===== src/rtl/hte_pkg.sv =====
// Package: shared types, codes and lookup functions for the HTML text extractor.
`timescale 1ns / 1ps
package hte_pkg;

  localparam int QDepth  = 4;
  localparam int QAw     = 2;
  localparam int MaxList = 6;
  localparam int HoldLen = 5;

  // tag match node codes
  localparam logic [5:0] NodeNone       = 6'd0;
  localparam logic [5:0] NodeLimit      = 6'd32;
  localparam logic [5:0] GoBlock        = 6'd32;
  localparam logic [5:0] GoScriptOpen   = 6'd33;
  localparam logic [5:0] GoStyleOpen    = 6'd34;
  localparam logic [5:0] GoScriptClose  = 6'd35;
  localparam logic [5:0] GoStyleClose   = 6'd36;

  // one queue entry: bytes handed from the front to the back for one input item
  typedef struct packed {
    logic [MaxList-1:0][7:0] chars;
    logic [2:0]              count;
    logic                    pass;
    logic                    last;
  } entry_t;

  // tag name match transitions; returns NodeNone when no edge matches
  function automatic logic [5:0] edge_next(input logic [4:0] node, input logic [7:0] lc);
    logic [5:0] to;
    to = NodeNone;
    case (node)
      5'd1: begin
        case (lc)
          "s": to = 6'd2;
          "/": to = 6'd10;
          "p": to = GoBlock;
          "b": to = 6'd21;
          "d": to = 6'd22;
          "l": to = 6'd24;
          "h": to = 6'd25;
          "t": to = 6'd26;
          default: to = NodeNone;
        endcase
      end
      5'd2: begin
        if (lc == "c") to = 6'd3;
        else if (lc == "t") to = 6'd7;
      end
      5'd3:  if (lc == "r") to = 6'd4;
      5'd4:  if (lc == "i") to = 6'd5;
      5'd5:  if (lc == "p") to = 6'd6;
      5'd6:  if (lc == "t") to = GoScriptOpen;
      5'd7:  if (lc == "y") to = 6'd8;
      5'd8:  if (lc == "l") to = 6'd9;
      5'd9:  if (lc == "e") to = GoStyleOpen;
      5'd10: if (lc == "s") to = 6'd11;
      5'd11: begin
        if (lc == "c") to = 6'd12;
        else if (lc == "t") to = 6'd17;
      end
      5'd12: if (lc == "r") to = 6'd13;
      5'd13: if (lc == "i") to = 6'd14;
      5'd14: if (lc == "p") to = 6'd15;
      5'd15: if (lc == "t") to = 6'd16;
      5'd16: if (lc == ">") to = GoScriptClose;
      5'd17: if (lc == "y") to = 6'd18;
      5'd18: if (lc == "l") to = 6'd19;
      5'd19: if (lc == "e") to = 6'd20;
      5'd20: if (lc == ">") to = GoStyleClose;
      5'd21: if (lc == "r") to = GoBlock;
      5'd22: if (lc == "i") to = 6'd23;
      5'd23: if (lc == "v") to = GoBlock;
      5'd24: if (lc == "i") to = GoBlock;
      5'd25: if (lc >= "1" && lc <= "6") to = GoBlock;
      5'd26: if (lc == "r") to = GoBlock;
      default: to = NodeNone;
    endcase
    return to;
  endfunction

  // entity text, one character at a time
  function automatic logic [7:0] ent_char(input int e, input int i);
    logic [5:0][7:0] s;
    case (e)
      0: s = {8'h00, ";", "p", "m", "a", "&"};
      1: s = {8'h00, 8'h00, ";", "t", "l", "&"};
      2: s = {8'h00, 8'h00, ";", "t", "g", "&"};
      3: s = {";", "t", "o", "u", "q", "&"};
      4: s = {";", "p", "s", "b", "n", "&"};
      default: s = {";", "s", "o", "p", "a", "&"};
    endcase
    return s[i];
  endfunction

  function automatic logic [2:0] ent_len(input int e);
    case (e)
      0: return 3'd5;
      1: return 3'd4;
      2: return 3'd4;
      default: return 3'd6;
    endcase
  endfunction

  function automatic logic [7:0] ent_val(input int e);
    case (e)
      0: return "&";
      1: return "<";
      2: return ">";
      3: return 8'h22;
      4: return " ";
      default: return 8'h27;
    endcase
  endfunction

endpackage


===== src/rtl/hte_front.sv =====
// Front part: tag stripping, tag name matching and entity decoding per input byte.
`timescale 1ns / 1ps
module hte_front (
  input  logic            clk,
  input  logic            rst,
  input  logic            mode,
  input  logic            accept,
  input  logic [7:0]      in_byte,
  input  logic            end_of_doc,
  output logic            q_push,
  output hte_pkg::entry_t q_entry
);
  import hte_pkg::*;

  logic [2:0]        flags, flags_next;
  logic [4:0]        node, node_next;
  logic              saved, saved_next;
  logic [7:0]        hold [HoldLen];
  logic [7:0]        hold_next [HoldLen];
  logic [2:0]        cnt, cnt_next;

  logic [7:0]        lc;
  logic [5:0]        to;
  logic              matched;
  logic              ev_valid;
  logic [7:0]        ev_char;
  logic              ent_hit, ent_done;
  logic [7:0]        ent_v;
  logic              ok;
  logic [7:0]        part [MaxList];
  logic [2:0]        pn;
  logic [2:0]        j;
  entry_t            ent;

  // tag stripping and tag name match
  always_comb begin
    lc         = (in_byte >= "A" && in_byte <= "Z") ? in_byte + 8'd32 : in_byte;
    flags_next = flags;
    node_next  = node;
    saved_next = saved;
    ev_valid   = 1'b0;
    ev_char    = in_byte;
    matched    = 1'b0;
    to         = NodeNone;
    if (node != 5'd0) begin
      to = edge_next(node, lc);
      if (to != NodeNone) begin
        matched = 1'b1;
        if (to < NodeLimit) begin
          node_next = to[4:0];
        end else begin
          node_next = 5'd0;
          case (to)
            GoBlock: begin
              if (flags[2:1] == 2'b00) begin
                ev_valid = 1'b1;
                ev_char  = 8'h0a;
              end
            end
            GoScriptOpen: flags_next[1] = 1'b1;
            GoStyleOpen:  flags_next[2] = 1'b1;
            GoScriptClose: begin
              flags_next[1] = 1'b0;
              flags_next[0] = saved;
            end
            default: begin
              flags_next[2] = 1'b0;
              flags_next[0] = saved;
            end
          endcase
        end
      end else begin
        node_next = 5'd0;
      end
    end
    if (!matched) begin
      if (in_byte == "<") begin
        saved_next    = flags[0];
        flags_next[0] = 1'b1;
        node_next     = 5'd1;
      end else if (in_byte == ">") begin
        flags_next[0] = 1'b0;
      end else if (flags == 3'b000) begin
        ev_valid = 1'b1;
      end
    end
  end

  // entity match against the held prefix
  always_comb begin
    ent_hit  = 1'b0;
    ent_done = 1'b0;
    ent_v    = 8'h00;
    ok       = 1'b0;
    for (int e = 0; e < 6; e++) begin
      ok = (ent_len(e) >= cnt + 3'd1);
      for (int i = 0; i < MaxList; i++) begin
        if (i < int'(cnt)) ok = ok && (hold[i] == ent_char(e, i));
        if (i == int'(cnt)) ok = ok && (ev_char == ent_char(e, i));
      end
      if (ok && !ent_hit) begin
        ent_hit  = 1'b1;
        ent_done = (ent_len(e) == cnt + 3'd1);
        ent_v    = ent_val(e);
      end
    end
  end

  // build the byte list for this item
  always_comb begin
    for (int i = 0; i < HoldLen; i++) hold_next[i] = hold[i];
    for (int i = 0; i < MaxList; i++) part[i] = 8'h00;
    cnt_next = cnt;
    pn       = 3'd0;
    if (ev_valid) begin
      if (cnt == 3'd0) begin
        if (ev_char == "&") begin
          hold_next[0] = ev_char;
          cnt_next     = 3'd1;
        end else begin
          part[0] = ev_char;
          pn      = 3'd1;
        end
      end else if (ent_hit) begin
        if (ent_done) begin
          cnt_next = 3'd0;
          part[0]  = ent_v;
          pn       = 3'd1;
        end else begin
          for (int i = 0; i < HoldLen; i++)
            if (i == int'(cnt)) hold_next[i] = ev_char;
          cnt_next = cnt + 3'd1;
        end
      end else begin
        cnt_next = 3'd0;
        for (int i = 0; i < HoldLen; i++)
          if (i < int'(cnt)) part[i] = hold[i];
        pn = cnt;
        if (ev_char == "&") begin
          hold_next[0] = ev_char;
          cnt_next     = 3'd1;
        end else begin
          for (int i = 0; i < MaxList; i++)
            if (i == int'(cnt)) part[i] = ev_char;
          pn = cnt + 3'd1;
        end
      end
    end

    // flush a held partial entity at the end of the document
    ent.pass = 1'b0;
    ent.last = end_of_doc;
    ent.count = pn;
    j = 3'd0;
    for (int i = 0; i < MaxList; i++) begin
      j = 3'(i) - pn;
      if (i < int'(pn)) ent.chars[i] = part[i];
      else if (end_of_doc && j < cnt_next) ent.chars[i] = hold_next[j[2:0]];
      else ent.chars[i] = 8'h00;
    end
    if (end_of_doc) ent.count = pn + cnt_next;
    if (!mode) begin
      ent.chars    = '0;
      ent.chars[0] = in_byte;
      ent.count    = 3'd1;
      ent.pass     = 1'b1;
    end
  end

  assign q_entry = ent;
  assign q_push  = accept && (ent.count != 3'd0 || end_of_doc);

  // control state
  always_ff @(posedge clk) begin
    if (rst) begin
      flags <= 3'b000;
      node  <= 5'd0;
      saved <= 1'b0;
      cnt   <= 3'd0;
    end else if (accept) begin
      if (end_of_doc) begin
        flags <= 3'b000;
        node  <= 5'd0;
        saved <= 1'b0;
        cnt   <= 3'd0;
      end else if (mode) begin
        flags <= flags_next;
        node  <= node_next;
        saved <= saved_next;
        cnt   <= cnt_next;
      end
    end
  end

  // held entity bytes
  always_ff @(posedge clk) begin
    if (accept && mode) begin
      for (int i = 0; i < HoldLen; i++) hold[i] <= hold_next[i];
    end
  end

endmodule


===== src/rtl/hte_queue.sv =====
// Short queue of byte lists between the front and the back part.
`timescale 1ns / 1ps
module hte_queue (
  input  logic            clk,
  input  logic            rst,
  input  logic            wr,
  input  hte_pkg::entry_t wdata,
  input  logic            rd,
  output hte_pkg::entry_t rdata,
  output logic            q_full,
  output logic            q_empty
);
  import hte_pkg::*;

  entry_t           slots [QDepth];
  logic [QAw-1:0]   wptr, rptr;
  logic [QAw:0]     level;

  assign q_full  = (level == (QAw+1)'(QDepth));
  assign q_empty = (level == '0);
  assign rdata   = slots[rptr];

  // advance pointers and fill level
  always_ff @(posedge clk) begin
    if (rst) begin
      wptr  <= '0;
      rptr  <= '0;
      level <= '0;
    end else begin
      if (wr) wptr <= wptr + 1'b1;
      if (rd) rptr <= rptr + 1'b1;
      if (wr && !rd) level <= level + 1'b1;
      else if (rd && !wr) level <= level - 1'b1;
    end
  end

  // store entries
  always_ff @(posedge clk) begin
    if (wr) slots[wptr] <= wdata;
  end

endmodule


===== src/rtl/hte_back.sv =====
// Back part: whitespace collapse, trim, sequencing; one byte per cycle unless stalled.
`timescale 1ns / 1ps
module hte_back (
  input  logic            clk,
  input  logic            rst,
  input  hte_pkg::entry_t head,
  input  logic            q_empty,
  output logic            q_pop,
  output logic [7:0]      text_byte,
  output logic            byte_present,
  output logic            doc_done,
  output logic            empty,
  input  logic            pop
);
  import hte_pkg::*;

  logic [2:0] idx, idx_next;
  logic [1:0] run, run_next, run_c;
  logic       started, started_next;
  logic [7:0] pend [2];
  logic [7:0] pend_next [2];
  logic [1:0] pcnt, pcnt_next;
  logic [1:0] pptr, pptr_next;
  logic       lag_valid, lag_valid_next;
  logic [7:0] lag_byte, lag_byte_next;

  logic       out_valid;
  logic       ofree;
  logic       emit, fin, adv, need_slot, go;
  logic [7:0] eb, ch, tb;
  logic       tvalid;
  logic       load;
  logic [7:0] load_byte;
  logic       load_present, load_done;

  assign ofree = !out_valid || pop;
  assign empty = !out_valid;

  // collapse and trim one byte of the head entry
  always_comb begin
    ch     = head.chars[idx];
    emit   = 1'b0;
    fin    = 1'b0;
    adv    = 1'b0;
    eb     = ch;
    tb     = ch;
    tvalid = 1'b0;
    run_c  = run;
    run_next       = run;
    started_next   = started;
    pend_next[0]   = pend[0];
    pend_next[1]   = pend[1];
    pcnt_next      = pcnt;
    pptr_next      = pptr;
    if (!q_empty && idx < head.count) begin
      if (head.pass) begin
        emit = 1'b1;
        adv  = 1'b1;
      end else begin
        if (ch == 8'h0a || ch == 8'h0d) begin
          tvalid = !run[1];
          tb     = 8'h0a;
          run_c  = 2'b10;
        end else if (ch == " " || ch == 8'h09) begin
          tvalid = (run == 2'b00);
          tb     = " ";
          run_c  = tvalid ? (run | 2'b01) : run;
        end else begin
          tvalid = 1'b1;
          run_c  = 2'b00;
        end
        if (!tvalid) begin
          run_next = run_c;
          adv      = 1'b1;
        end else if (tb == " " || tb == 8'h0a) begin
          run_next = run_c;
          adv      = 1'b1;
          if (started && pcnt < 2'd2) begin
            pend_next[pcnt[0]] = tb;
            pcnt_next          = pcnt + 2'd1;
          end
        end else if (pptr < pcnt) begin
          emit      = 1'b1;
          eb        = pend[pptr[0]];
          pptr_next = pptr + 2'd1;
        end else begin
          emit         = 1'b1;
          eb           = tb;
          pcnt_next    = 2'd0;
          pptr_next    = 2'd0;
          started_next = 1'b1;
          run_next     = run_c;
          adv          = 1'b1;
        end
      end
    end else if (!q_empty) begin
      fin = 1'b1;
    end
  end

  // route results: direct, through the lag stage on a closing item, or the closing transfer
  always_comb begin
    need_slot      = 1'b0;
    load           = 1'b0;
    load_byte      = eb;
    load_present   = 1'b1;
    load_done      = 1'b0;
    lag_valid_next = lag_valid;
    lag_byte_next  = lag_byte;
    if (fin) begin
      need_slot    = 1'b1;
      load         = 1'b1;
      load_byte    = lag_valid ? lag_byte : 8'h00;
      load_present = lag_valid;
      load_done    = 1'b1;
      lag_valid_next = 1'b0;
    end else if (emit) begin
      if (head.last) begin
        lag_valid_next = 1'b1;
        lag_byte_next  = eb;
        if (lag_valid) begin
          need_slot = 1'b1;
          load      = 1'b1;
          load_byte = lag_byte;
        end
      end else begin
        need_slot = 1'b1;
        load      = 1'b1;
      end
    end
    go = !need_slot || ofree;
    idx_next = idx;
    q_pop    = 1'b0;
    if (go && fin) begin
      q_pop    = 1'b1;
      idx_next = 3'd0;
    end else if (go && adv) begin
      if (idx + 3'd1 == head.count && !head.last) begin
        q_pop    = 1'b1;
        idx_next = 3'd0;
      end else begin
        idx_next = idx + 3'd1;
      end
    end
  end

  // back control state
  always_ff @(posedge clk) begin
    if (rst) begin
      idx       <= 3'd0;
      run       <= 2'b00;
      started   <= 1'b0;
      pcnt      <= 2'd0;
      pptr      <= 2'd0;
      lag_valid <= 1'b0;
    end else if (go) begin
      idx       <= idx_next;
      lag_valid <= lag_valid_next;
      if (fin) begin
        run     <= 2'b00;
        started <= 1'b0;
        pcnt    <= 2'd0;
        pptr    <= 2'd0;
      end else if (!head.pass) begin
        run     <= run_next;
        started <= started_next;
        pcnt    <= pcnt_next;
        pptr    <= pptr_next;
      end
    end
  end

  // held blanks and lag byte
  always_ff @(posedge clk) begin
    if (go) begin
      pend[0]  <= pend_next[0];
      pend[1]  <= pend_next[1];
      lag_byte <= lag_byte_next;
    end
  end

  // output register: load a result or drop the transferred one
  always_ff @(posedge clk) begin
    if (rst) begin
      out_valid <= 1'b0;
    end else if (go && load) begin
      out_valid <= 1'b1;
    end else if (pop) begin
      out_valid <= 1'b0;
    end
  end

  always_ff @(posedge clk) begin
    if (go && load) begin
      text_byte    <= load_byte;
      byte_present <= load_present;
      doc_done     <= load_done;
    end
  end

endmodule


===== src/rtl/html_markup_text_extractor.sv =====
// Top level: HTML markup to plain text extractor.
// Input channel: present in_byte/end_of_doc with push; a byte transfers when
// push is high and full is low. Result channel: while empty is low the oldest
// result sits on text_byte/byte_present/doc_done and transfers when pop is high.
// Configuration: cfg_write loads markup_mode (1 = strip markup, 0 = pass bytes
// unchanged); write it only while the block is idle. Reset sets it to 1.
// A front stage classifies one byte per cycle while full is low (tag match,
// entity decode) and queues up to six text bytes per input byte in a
// four-entry queue; the back stage collapses and trims whitespace and gives
// one result per cycle while the output is free. A byte passes the queue and
// the output register before it shows on the result port. Throughput: one
// input byte per cycle while each byte yields at most one result; the single
// result port sets the limit, so items with several results (flushed entities,
// held blanks) give them one at a time, and a document's last byte also needs
// a closing item. When pop stays low the output register holds, the back stalls,
// the queue fills and full rises. Synchronous reset clears all document state.
`timescale 1ns / 1ps
module html_markup_text_extractor (
  input  logic       clk,
  input  logic       rst,
  input  logic       cfg_write,
  input  logic       markup_mode,
  input  logic [7:0] in_byte,
  input  logic       end_of_doc,
  input  logic       push,
  output logic       full,
  output logic [7:0] text_byte,
  output logic       byte_present,
  output logic       doc_done,
  output logic       empty,
  input  logic       pop
);
  import hte_pkg::*;

  logic   mode;
  logic   accept;
  logic   q_push, q_pop, q_full, q_empty;
  entry_t q_in, q_head;

  // mode register
  always_ff @(posedge clk) begin
    if (rst) begin
      mode <= 1'b1;
    end else if (cfg_write) begin
      mode <= markup_mode;
    end
  end

  assign full   = q_full;
  assign accept = push && !q_full;

  hte_front u_front (
    .clk        (clk),
    .rst        (rst),
    .mode       (mode),
    .accept     (accept),
    .in_byte    (in_byte),
    .end_of_doc (end_of_doc),
    .q_push     (q_push),
    .q_entry    (q_in)
  );

  hte_queue u_queue (
    .clk     (clk),
    .rst     (rst),
    .wr      (q_push),
    .wdata   (q_in),
    .rd      (q_pop),
    .rdata   (q_head),
    .q_full  (q_full),
    .q_empty (q_empty)
  );

  hte_back u_back (
    .clk          (clk),
    .rst          (rst),
    .head         (q_head),
    .q_empty      (q_empty),
    .q_pop        (q_pop),
    .text_byte    (text_byte),
    .byte_present (byte_present),
    .doc_done     (doc_done),
    .empty        (empty),
    .pop          (pop)
  );

endmodule


===== config.mk =====
export PLATFORM = sky130hd
export DESIGN_NAME = html_markup_text_extractor
export DESIGN_NICKNAME = d
export VERILOG_FILES = /design/src/rtl/hte_pkg.sv /design/src/rtl/hte_front.sv /design/src/rtl/hte_queue.sv /design/src/rtl/hte_back.sv /design/src/rtl/html_markup_text_extractor.sv
export SDC_FILE = /design/constraint.sdc
export NUM_CORES = 1
export LEC_CHECK = 0
export ABC_CLOCK_PERIOD_IN_PS = 12500
export BUFFER_PORTS_ARGS = -buffer_cell sky130_fd_sc_hd__buf_2
export CORE_MARGIN = 5
export CORE_UTILIZATION = 48
export CTS_CLUSTER_DIAMETER = 100
export DETAILED_ROUTE_END_ITERATION = 16
export SYNTH_ARGS = -nofsm -noshare
export SYNTH_HDL_FRONTEND = slang
export SYNTH_SLANG_ARGS = --single-unit

===== constraint.sdc =====
create_clock -name clk -period 12.5 [get_ports clk]
set_input_delay 1.25 -clock clk [delete_from_list [all_inputs] [get_ports clk]]
set_output_delay 1.25 -clock clk [all_outputs]
set_load 0.005 [all_outputs]

==> metrics <==
clk sinks=321; TritonCTS clock tree=built; die span in y=206 um; Placed Instance Area=0.0190 mm^2; Most used DFF post-synth=sky130_fd_sc_hd__edfxtp_1; maximum root-to-sink buffer count=3; post-route cell area=0.0200 mm^2; crit path setup slack, layout=3.65 ns; count of buffering cells on the critical path with inverters included=4; clock tree root buffer cell=sky130_fd_sc_hd__clkbuf_16; top cell type by total area after synthesis=sky130_fd_sc_hd__edfxtp_1; share of cells above drive strength 1=0.141; count of boundary I/O pins=27; DP HPWL=40.5 mm; detailed-route via count=14072; required time worst endpoint=12.77 ns; crit share post-route=0.708; die area=0.0426 mm^2; minimum clock period after layout=8.85 ns; total core area=0.0384 mm^2; number of diodes added for antenna fixing=0; worst endpoint data arrival time=9.12 ns; number of hold buffers added after CTS=0; antenna violations before repair=1; average instance area after synthesis=11.4 um^2; Initial DRT Pass Iterations=6; EDFF count, synth=286; cells along the critical path=buf_2 > nor2b_1 > and4_1 > inv_2 > a21oi_1 > nand4_1 > nor4_2 > a22oi_4 > o21ai_1 > a21oi_1 > nand2_1 > or2_2 > inv_1 > ha_1 > inv_1 > ha_1 > a21o_1 > a211o_1 > or4b_4 > o221ai_1; WL final=56.2 mm; RSZ-0062 raised after global routing=no; die extent in x=206 um; Max IR drop VDD=0.0985 mV; Worst-Margin Slew=1.08 ns; number of buffer cells added on primary ports=26; total design power=3.09 mW; starting density of the core=0.483; number of nets in the synthesized netlist=1677; total power density per cell area=155 mW/mm^2; synthesized cell area=0.0185 mm^2; sequential element share of the synthesized area=0.501; count of maximum capacitance violations=0; number of vias per cell after detailed routing=6.54; cell family with most CP delay=simple AND/OR/NAND/NOR gates; number of H-tree levels=2; hold_sp=u_front.saved; count of state elements after synthesis=321; Crit. End Element=flip-flop; number of endpoints with negative hold slack in the final report=0; unique cell type count in the Yosys netlist=107; CTS buffer count=35; number of fill cells in the layout=3454; Critical path origin=in_byte[2]; Synth area leaders=sky130_fd_sc_hd__edfxtp_1, sky130_fd_sc_hd__mux4_2, sky130_fd_sc_hd__mux2i_1; total of warnings raised by yosys=0; commonest non-fill, non-tap cell in the layout=sky130_fd_sc_hd__edfxtp_1; clock latency reported for the late side of the worst-skew pair=0.52 ns; Max Fclk=0.113 GHz; setup slack at placement=3.41 ns; final instance count without filler cells=2151; max-slew violations=0; pin count of the biggest net entering global routing=54; buffers inserted by post-CTS timing repair=0; largest fanout of any net on the critical path=34; largest clock skew in the final design=0.0262 ns; antenna viol nets, final=0; Starting DRT DRC Count=1500; class of the most critical hold timing path=flip-flop to flip-flop; total of endpoints with negative setup slack in the final report=0; Leakage Power=6.63 nW; global-route wire length before repair=84.3 mm; startpoint type of the worst setup path=input port; area share of the largest cell type after synthesis=0.464; synthesized instance count=1623; via count of the first global-routing pass=13363; post-CTS clock slew at the launch and capture registers of the worst setup and hold paths=0.06 ns; critical path class=input port to flip-flop; status=finished, final reports clean; area overhead of the layout relative to synthesis=8.10%; # rows=72; grt ovf=0; Placer Congestion=0.988; wire length per cell=26.1 um; highest-count cells in the layout ignoring fill and taps=sky130_fd_sc_hd__edfxtp_1, sky130_fd_sc_hd__nand2_1, sky130_fd_sc_hd__nor2_1, sky130_fd_sc_hd__a21oi_1, sky130_fd_sc_hd__inv_1; Worst path slowest cell=sky130_fd_sc_hd__ha_1; count of nets after finishing=1662; Max transition margin=0.272; DRC violations left=0; GRT Resource Usage Total=0.262; # placed instances=2089; count of cells resized by post-cts repair=0; fraction of registers with async set/reset=0; Worst R2R Start=u_front.node[0]; Setup TNS=0 ns; highest cell delay on the worst timing path=0.96 ns
report_power, final:
part / switching (mW) / internal, mW / total [mW]
logic: 0.412 / 0.330 / 0.742
clock network: 0.408 / 0.522 / 0.930
registers: 0.0801 / 1.34 / 1.42
layer usage:
layer / up-vias / routed length (um) / global-route usage / part of all wire
met2: 648 / 24800 / 0.395 / 0.44
met5: - / 13 / 0 / 0.00023
met4: 2 / 3020 / 0.122 / 0.054
met3: 191 / 4640 / 0.0554 / 0.083
li1: 6294 / - / - / -
met1: 6937 / 23700 / 0.365 / 0.42
stage by stage:
step           hold WS (ns)  utilization
6_report              0.484        0.522
4_1_cts               0.489        0.522
5_1_grt               0.496        0.522
3_3_place_gp          0.470        0.495
2_1_floorplan         0.454            -
3_5_place_dp          0.473        0.495
path summary, 6_finish.rpt:
path / endpoint / slack [ns] / cells past startpoint
setup / recovery: u_queue.slots[3][22] / 3.65 / 20
hold / removal: u_front.saved / 0.48 / 2
setup reg to reg: u_queue.slots[3][22] / 4.28 / 18
hold reg to reg: u_front.saved / 0.48 / 2
layout make-up:
type                            count  area, um^2  area share
Sequential cell                   321        9290       0.464
Clock inverter                     19        98.8     0.00494
Tap cell                          518         648      0.0324
Inverter                           80         303      0.0151
Multi-Input combinational cell   1128        8520       0.425
Timing Repair Buffer               42         250      0.0125
Clock buffer                       43         916      0.0457
synth_stat cells, types with 5 or more instances:
cell type,instances
sky130_fd_sc_hd__clkbuf_1,53
sky130_fd_sc_hd__nand2b_1,24
sky130_fd_sc_hd__buf_2,32
sky130_fd_sc_hd__o21ai_0,61
sky130_fd_sc_hd__o22ai_1,21
sky130_fd_sc_hd__and2_1,11
sky130_fd_sc_hd__nor4bb_1,12
sky130_fd_sc_hd__and3b_1,6
sky130_fd_sc_hd__or2_2,12
sky130_fd_sc_hd__o31ai_1,9
sky130_fd_sc_hd__inv_1,72
sky130_fd_sc_hd__a31oi_1,32
sky130_fd_sc_hd__dfxtp_1,35
sky130_fd_sc_hd__edfxtp_1,286
sky130_fd_sc_hd__a211oi_1,12
sky130_fd_sc_hd__nor3b_1,13
sky130_fd_sc_hd__buf_4,6
sky130_fd_sc_hd__mux4_2,61
sky130_fd_sc_hd__a32oi_1,13
sky130_fd_sc_hd__nand4_1,21
sky130_fd_sc_hd__o32ai_1,10
sky130_fd_sc_hd__a21oi_1,77
sky130_fd_sc_hd__o21ai_1,14
sky130_fd_sc_hd__o211ai_1,8
sky130_fd_sc_hd__nand3b_1,10
sky130_fd_sc_hd__mux2_2,18
sky130_fd_sc_hd__o221ai_1,12
sky130_fd_sc_hd__a2111oi_0,5
sky130_fd_sc_hd__nand3_1,48
sky130_fd_sc_hd__ha_1,37
sky130_fd_sc_hd__o21a_1,6
sky130_fd_sc_hd__nor3_1,40
sky130_fd_sc_hd__nor2_1,123
sky130_fd_sc_hd__a21o_1,13
sky130_fd_sc_hd__or3_1,11
sky130_fd_sc_hd__and3_1,8
sky130_fd_sc_hd__o211a_1,5
sky130_fd_sc_hd__a22o_1,10
sky130_fd_sc_hd__mux2i_1,71
sky130_fd_sc_hd__xnor2_1,7
sky130_fd_sc_hd__o2111ai_1,9
sky130_fd_sc_hd__nor4_1,13
sky130_fd_sc_hd__a22oi_1,14
sky130_fd_sc_hd__nor2b_1,25
sky130_fd_sc_hd__nand2_1,129
cells by family after synthesis:
kind of cell	count (synthesis)	share of synthesized area
AOI/OAI and AO/OA	381	0.144
buffers and inverters	174	0.0392
muxes	150	0.123
adders and majority gates	39	0.0271
and+or+nand+nor	546	0.159
DFF	321	0.501
xor gates and xnor gates	12	0.00669
worst min-delay path, stage by stage, from the launching register on:
cell and delay, ns:
sky130_fd_sc_hd__dfxtp_1 0.31, sky130_fd_sc_hd__o21ai_0 0.07, sky130_fd_sc_hd__a21oi_1 0.06
state kept, by name, summed over array words and instances (netlist names), 2 cells and up, named ones only:
name	cells
u_front.flags	3
u_queue.wptr	2
u_front.hold	40
u_back.pcnt	2
u_back.lag_byte	8
u_back.run	2
u_front.cnt	3
u_front.node	5
u_queue.level	3
u_queue.slots	212
u_back.text_byte	8
u_back.pptr	2
u_queue.rptr	2
u_back.idx	3
u_back.pend	16
(Power assumes the default switching activity.)
